`config.mk`:
```
export PLATFORM = sky130hd
export DESIGN_NAME = src_regs
export DESIGN_NICKNAME = d
export VERILOG_FILES = /design/src/rtl/core/src_pkg.sv /design/src/rtl/core/src_regs.sv
export SDC_FILE = /design/constraint.sdc
export NUM_CORES = 1
export LEC_CHECK = 0
export BUFFER_PORTS_ARGS = -buffer_cell sky130_fd_sc_hd__buf_4
export CORE_AREA = 2 2 104 106
export CTS_BUF_LIST = sky130_fd_sc_hd__clkbuf_16
export DETAILED_ROUTE_END_ITERATION = 8
export DIE_AREA = 0 0 106 108
export PLACE_DENSITY = 0.56
export SYNTH_ARGS = -nofsm -noshare
export SYNTH_HDL_FRONTEND = slang
export SYNTH_SLANG_ARGS = --single-unit
export TNS_END_PERCENT = 20
```
`constraint.sdc`:
```
create_clock -name clk -period 1.7 [get_ports clk]
set_input_delay 0.34 -clock clk [delete_from_list [all_inputs] [get_ports clk]]
set_output_delay 0.34 -clock clk [all_outputs]
set_load 0.02 [all_outputs]
```
`src/rtl/core/src_pkg.sv`:
```
// package for the segment versus rectangle crossing block
// register map codes and pipeline constants, no dependencies
`default_nettype none

package src_pkg;

    // register indexes on the configuration port (byte address = 4 * index)
    typedef enum logic [1:0] {
        REG_X_MIN = 2'd0,
        REG_X_MAX = 2'd1,
        REG_Y_MIN = 2'd2,
        REG_Y_MAX = 2'd3
    } reg_idx_t;

    localparam int APB_ADDR_W = 4;
    localparam int APB_DATA_W = 32;
    localparam int REG_LSB    = 2;

    // register stages from request accept to result strobe
    localparam int PIPE_DEPTH = 4;

endpackage : src_pkg

`default_nettype wire

```
`src/rtl/core/src_regs.sv`:
```
// apb register file holding the rectangle bounds
// depends on src_pkg for the register map
`default_nettype none

module src_regs #(
    parameter int COORD_BITS = 16
) (
    input  wire logic                                  clk,
    input  wire logic                                  rst_n,
    input  wire logic                                  psel,
    input  wire logic                                  penable,
    input  wire logic                                  pwrite,
    input  wire logic        [src_pkg::APB_ADDR_W-1:0] paddr,
    input  wire logic        [src_pkg::APB_DATA_W-1:0] pwdata,
    output logic             [src_pkg::APB_DATA_W-1:0] prdata,
    output logic                                       pready,
    output logic signed      [COORD_BITS-1:0]          x_min,
    output logic signed      [COORD_BITS-1:0]          x_max,
    output logic signed      [COORD_BITS-1:0]          y_min,
    output logic signed      [COORD_BITS-1:0]          y_max
);

    logic signed [COORD_BITS-1:0] x_min_reg, x_max_reg, y_min_reg, y_max_reg;
    src_pkg::reg_idx_t            idx;
    logic                         wr_en;

    assign idx    = src_pkg::reg_idx_t'(paddr[src_pkg::APB_ADDR_W-1:src_pkg::REG_LSB]);
    assign wr_en  = psel && penable && pwrite;
    assign pready = 1'b1;

    always_ff @(posedge clk or negedge rst_n)
    begin
        if (!rst_n)
        begin
            x_min_reg <= '0;
            x_max_reg <= '0;
            y_min_reg <= '0;
            y_max_reg <= '0;
        end
        else if (wr_en)
        begin
            case (idx)
                src_pkg::REG_X_MIN: x_min_reg <= pwdata[COORD_BITS-1:0];
                src_pkg::REG_X_MAX: x_max_reg <= pwdata[COORD_BITS-1:0];
                src_pkg::REG_Y_MIN: y_min_reg <= pwdata[COORD_BITS-1:0];
                src_pkg::REG_Y_MAX: y_max_reg <= pwdata[COORD_BITS-1:0];
                default:            ;
            endcase
        end
    end

    // reads return the bound sign extended to the bus width
    always_comb
    begin
        case (idx)
            src_pkg::REG_X_MIN: prdata = src_pkg::APB_DATA_W'(x_min_reg);
            src_pkg::REG_X_MAX: prdata = src_pkg::APB_DATA_W'(x_max_reg);
            src_pkg::REG_Y_MIN: prdata = src_pkg::APB_DATA_W'(y_min_reg);
            src_pkg::REG_Y_MAX: prdata = src_pkg::APB_DATA_W'(y_max_reg);
            default:            prdata = '0;
        endcase
    end

    assign x_min = x_min_reg;
    assign x_max = x_max_reg;
    assign y_min = y_min_reg;
    assign y_max = y_max_reg;

endmodule : src_regs

`default_nettype wire

```
Yosys cells after proc, flatten, opt, wreduce, memory -nomap -nowiden
Cells that the tools add are included.
- eq/ne operators: 3
- multiplexer cells: 1
- reduce and logical (&&, ||, !) cells: 7
- operators by type and width (operator ; number):
    one-hot mux 32 bit (4 select lines) ; 1
    AND reduction 2 bit ; 4
    == test 2 bit (second input constant) ; 2
    == test 2 x 1 -> 1 bit (second input constant) ; 1
    logical AND 1 bit ; 2
    zero test 2 bit ; 1
- register bits: 64
- input bits: 41
- output and inout bits: 97
- logic and storage cells: 15

Depth between registers and ports, before layout
- depth after elaboration: 3
- mapped depth: 6
- mapped depth without buffers: 3

Worst setup path before layout
Ideal clock, no wire load.
- path kind: input-to-output
- start: input port paddr[2] (netlist bit)
- end: output port prdata[16] (netlist bit)
- arrival: 1577 ps
- required time: 1360 ps
- setup slack: -217 ps
- stages on the path: 3
- buffers on the path: 2
- cell sequence: buf_6 -> mux4_1 -> buf_4
- longest elaborated chain between the ends: 2
- elaborated cells between the ends (all ways): 5
- those cells by class: eq/ne (3); mux (1); reduce/logical (1)
- ends and longest elaborated chain (what ; line ; text):
    start, declared ; src_regs.sv:13 ; input wire logic [src_pkg::APB_ADDR_W-1:0] paddr,
    == test 2 bit, or another cell as far along ; src_regs.sv:55 ; case (idx)
    one-hot mux 32 bit (4 select lines) * ; src_regs.sv:55 ;
    end, declared ; src_regs.sv:15 ; output logic [src_pkg::APB_DATA_W-1:0] prdata,
Mark *: on every way between the ends. The rest lies on a longest branch, timed or not.

Worst setup path in the final report
- start: register y_max_reg[15] (netlist: y_max[15])
- end: output port prdata[20] (netlist bit)
- longest elaborated chain between the ends: 1
- ends and longest elaborated chain (what ; line ; text):
    start, declared ; src_regs.sv:23 ; logic signed [COORD_BITS-1:0] x_min_reg, x_max_reg, y_min_reg, y_max_reg;
    start signal, assigned ; src_regs.sv:46 ; src_pkg::REG_Y_MAX: y_max_reg <= pwdata[COORD_BITS-1:0];
    one-hot mux 32 bit (4 select lines) ; src_regs.sv:55 ;
Every way passes these cells.

==> impl_metrics.ini <==
[outcome]
status = finished, violations left
failed_checks = setup timing

[timing]
grt_setup_unrepaired = yes
finalSetupViolations = 19
slew_violations = 0
fmax_mhz = 541.4
timing.final.crit_share = 1.087
hold-worst-slack_ns = 0.2768
finalHoldViolCount = 0
setup_tns_ns = -2.171
setup_slack_ns = -0.1471
finalClockSkew_ns = 0
final.min_clock_period_ns = 1.847

[detailed_routing]
uppermost_signal_routing_layer_after_detailed_routing = met4
totalWireLength_um = 7275
dr_total_vias = 2047
wl_met1_um = 3093
avgViaCountPerCell = 4.674
drc = 0
route.detailed.wl_per_inst_um = 16.61
dr_wl_met2_um = 3587
met3RoutedLength_um = 521
drtPass1Iterations = 4
first_iter_violations = 48
drt.antenna.violating_nets = 0

[pwr]
power.leakage_nw = 2.093
cellPowerDensity_nw_per_um2 = 1489
total_power_w = 0.006594
peak_vdd_ir_mv = 0.5715

[finish]
final_layout_size_suffix_gt1_frac = 0.7649
nNetsFinal = 338
fillCellCount = 960
synthToLayoutAreaGrowth_pct = 47.52
n_antenna_cell = 0

[clock_tree]
clock-sinks = 64
clk_pin_slew_ns = 0.05
clock-root-buffer = sky130_fd_sc_hd__clkbuf_16
cts_made_buffers = 9
ctsLongestPathBuffers = 2
clock_tree_from_tritoncts = done
clock_latency_ns = 0.32
cts.htree.levels = 3

[place]
number_of_i_o_port_buffers = 118
gp_congestion = 0.6840
detailedPlacementHpwl_um = 5073

[synthesis]
avg_synthesized_cell_area_sq_um = 16.77
post-synth-top-area-cell = sky130_fd_sc_hd__dfrtp_1
share_of_synthesized_area_occupied_by_flip_flops_and_latches = 0.5336
syn-instance-count = 179
post_synth_instance_area_sq_um = 3002
ys_seq_elements = 64
yosysWarnings = 0
ys_types = 18
mappedNetlistNets = 220
synth_top_cell_area_share = 0.5336
yosys-top-cells-area = sky130_fd_sc_hd__dfrtp_1 (53%), sky130_fd_sc_hd__mux2_2 (20%), sky130_fd_sc_hd__mux4_2 (8.3%), sky130_fd_sc_hd__mux2_4 (5.0%), sky130_fd_sc_hd__buf_4 (4.8%)

[die]
start_util = 0.2934
core_region_area_sq_um = 10230
die_height_um = 108
num_rows = 37
die_width_um = 106
floorplan.io_pins = 138
dieArea_sq_um = 11450

[global_route]
antenna_found_initial = 0
grt_pass1_wl_um = 11370
grt_overflow_total = 0
globalRouteTotalUtil = 0.1307
first_global_vias = 2127
pin_count_of_the_biggest_net_entering_global_routing = 37

[worst_setup_path]
timing.critical_path.arrival_ns = 1.51
end_kind = output port
cp_max_fo = 8
timing.critical_path.required_ns = 1.36
crit_path_start_kind = register
rrSetupSlack_ns = 0.77
critPathKind = reg2out

[min_path]
worst_hold_path_type = in2reg

[flow_run]
cap_violations = 0
[layout by cell type, fill, tap and decap left out]
cell type and count:
sky130_fd_sc_hd__buf_12 5, sky130_fd_sc_hd__buf_4 107, sky130_fd_sc_hd__buf_6 19, sky130_fd_sc_hd__bufinv_16 2, sky130_fd_sc_hd__clkbuf_16 9, sky130_fd_sc_hd__clkinv_1 1, sky130_fd_sc_hd__clkinv_2 3, sky130_fd_sc_hd__clkinvlp_4 1
sky130_fd_sc_hd__conb_1 1, sky130_fd_sc_hd__dfrtp_1 64, sky130_fd_sc_hd__dlygate4sd3_1 1, sky130_fd_sc_hd__inv_2 1, sky130_fd_sc_hd__mux2_2 54, sky130_fd_sc_hd__mux2_4 10, sky130_fd_sc_hd__mux4_2 18, sky130_fd_sc_hd__nand3_1 1
sky130_fd_sc_hd__nand4_1 1, sky130_fd_sc_hd__nor2_2 1, sky130_fd_sc_hd__nor3_4 1, sky130_fd_sc_hd__or2_1 1, sky130_fd_sc_hd__or3_1 1
[metal layers]
layer | up-vias | track usage
met5 | - | 0
met3 | 8 | 0.04641
li1 | 893 | -
met1 | 1065 | 0.1607
met2 | 81 | 0.2189
met4 | 0 | 0.03665
[final timing paths]
check	depth (start not counted)	end	startpoint
max in group asynchronous	3	y_min[4]	rst_n
max reg2reg	2	y_min[15]	y_min[15]
max	2	prdata[20]	y_max[15]
min	2	x_max[14]	pwdata[14]
min reg2reg	1	y_max[6]	y_max[6]
min in group asynchronous	2	x_max[9]	rst_n
[worst max-delay path, cell delays in order, from the launching register on]
cell and delay [ns]:
sky130_fd_sc_hd__dfrtp_1 0.42, sky130_fd_sc_hd__mux4_2 0.57, sky130_fd_sc_hd__buf_4 0.20
[cells by family after synthesis]
family,Yosys count,synth area share
buffers and inverters,28,0.07294
and+or+nand+nor,6,0.01334
other,1,0.001249
DFF,64,0.5336
muxes,80,0.3789
[metrics by stage]
stage | setup slack (ns) | utilization | instances | instance area [sq um]
floorplan | -0.01383 | - | 179 | 3000
global placement | -0.04721 | 0.3907 | 418 | 3998
detailed placement | -0.05674 | 0.3907 | 418 | 3998
CTS | -0.1501 | 0.4321 | 437 | 4420
global route | -0.2034 | 0.4328 | 438 | 4428
finish | -0.1471 | 0.4328 | 438 | 4428
[area by class of cell]
class,count,area [sq um],area share
multi-input combinational,89,1214,0.2741
clock inverter,7,86.33,0.01950
inverter,1,3.754,0.0008477
tap,136,170.2,0.03843
clock buffer,9,225.2,0.05086
timing repair buffer,132,1127,0.2546
sequential,64,1602,0.3617
[timing repair]
item | CTS | global route
pin swaps | 0 | 0
endpoints found under the setup margin | 32 | 32
gates resized for setup | 23 | 2
hold buffers | 1 | 0
cloned | 2 | 0
buffers inserted | 0 | 1
hold endpoints to repair | 28 | 0
[synth_stat cells]
cell	instances
sky130_fd_sc_hd__buf_12	1
sky130_fd_sc_hd__conb_1	1
sky130_fd_sc_hd__buf_4	19
sky130_fd_sc_hd__buf_2	3
sky130_fd_sc_hd__nor2_2	1
sky130_fd_sc_hd__or2_1	1
sky130_fd_sc_hd__nand4_1	1
sky130_fd_sc_hd__nor3_2	1
sky130_fd_sc_hd__mux4_1	5
sky130_fd_sc_hd__clkbuf_1	1
sky130_fd_sc_hd__mux4_2	11
sky130_fd_sc_hd__or3_1	1
sky130_fd_sc_hd__mux2_2	54
sky130_fd_sc_hd__inv_2	1
sky130_fd_sc_hd__mux2_4	10
sky130_fd_sc_hd__dfrtp_1	64
sky130_fd_sc_hd__buf_6	3
sky130_fd_sc_hd__nand3_1	1
[report_power, final]
group	leakage [nW]	switching, W	total [W]	internal, W
registers	0.785	0.000298	0.00218	0.00188
logic	1.16	0.00120	0.00250	0.00129
clock network	0.153	0.000646	0.00192	0.00127
(Power assumes the default switching activity.)
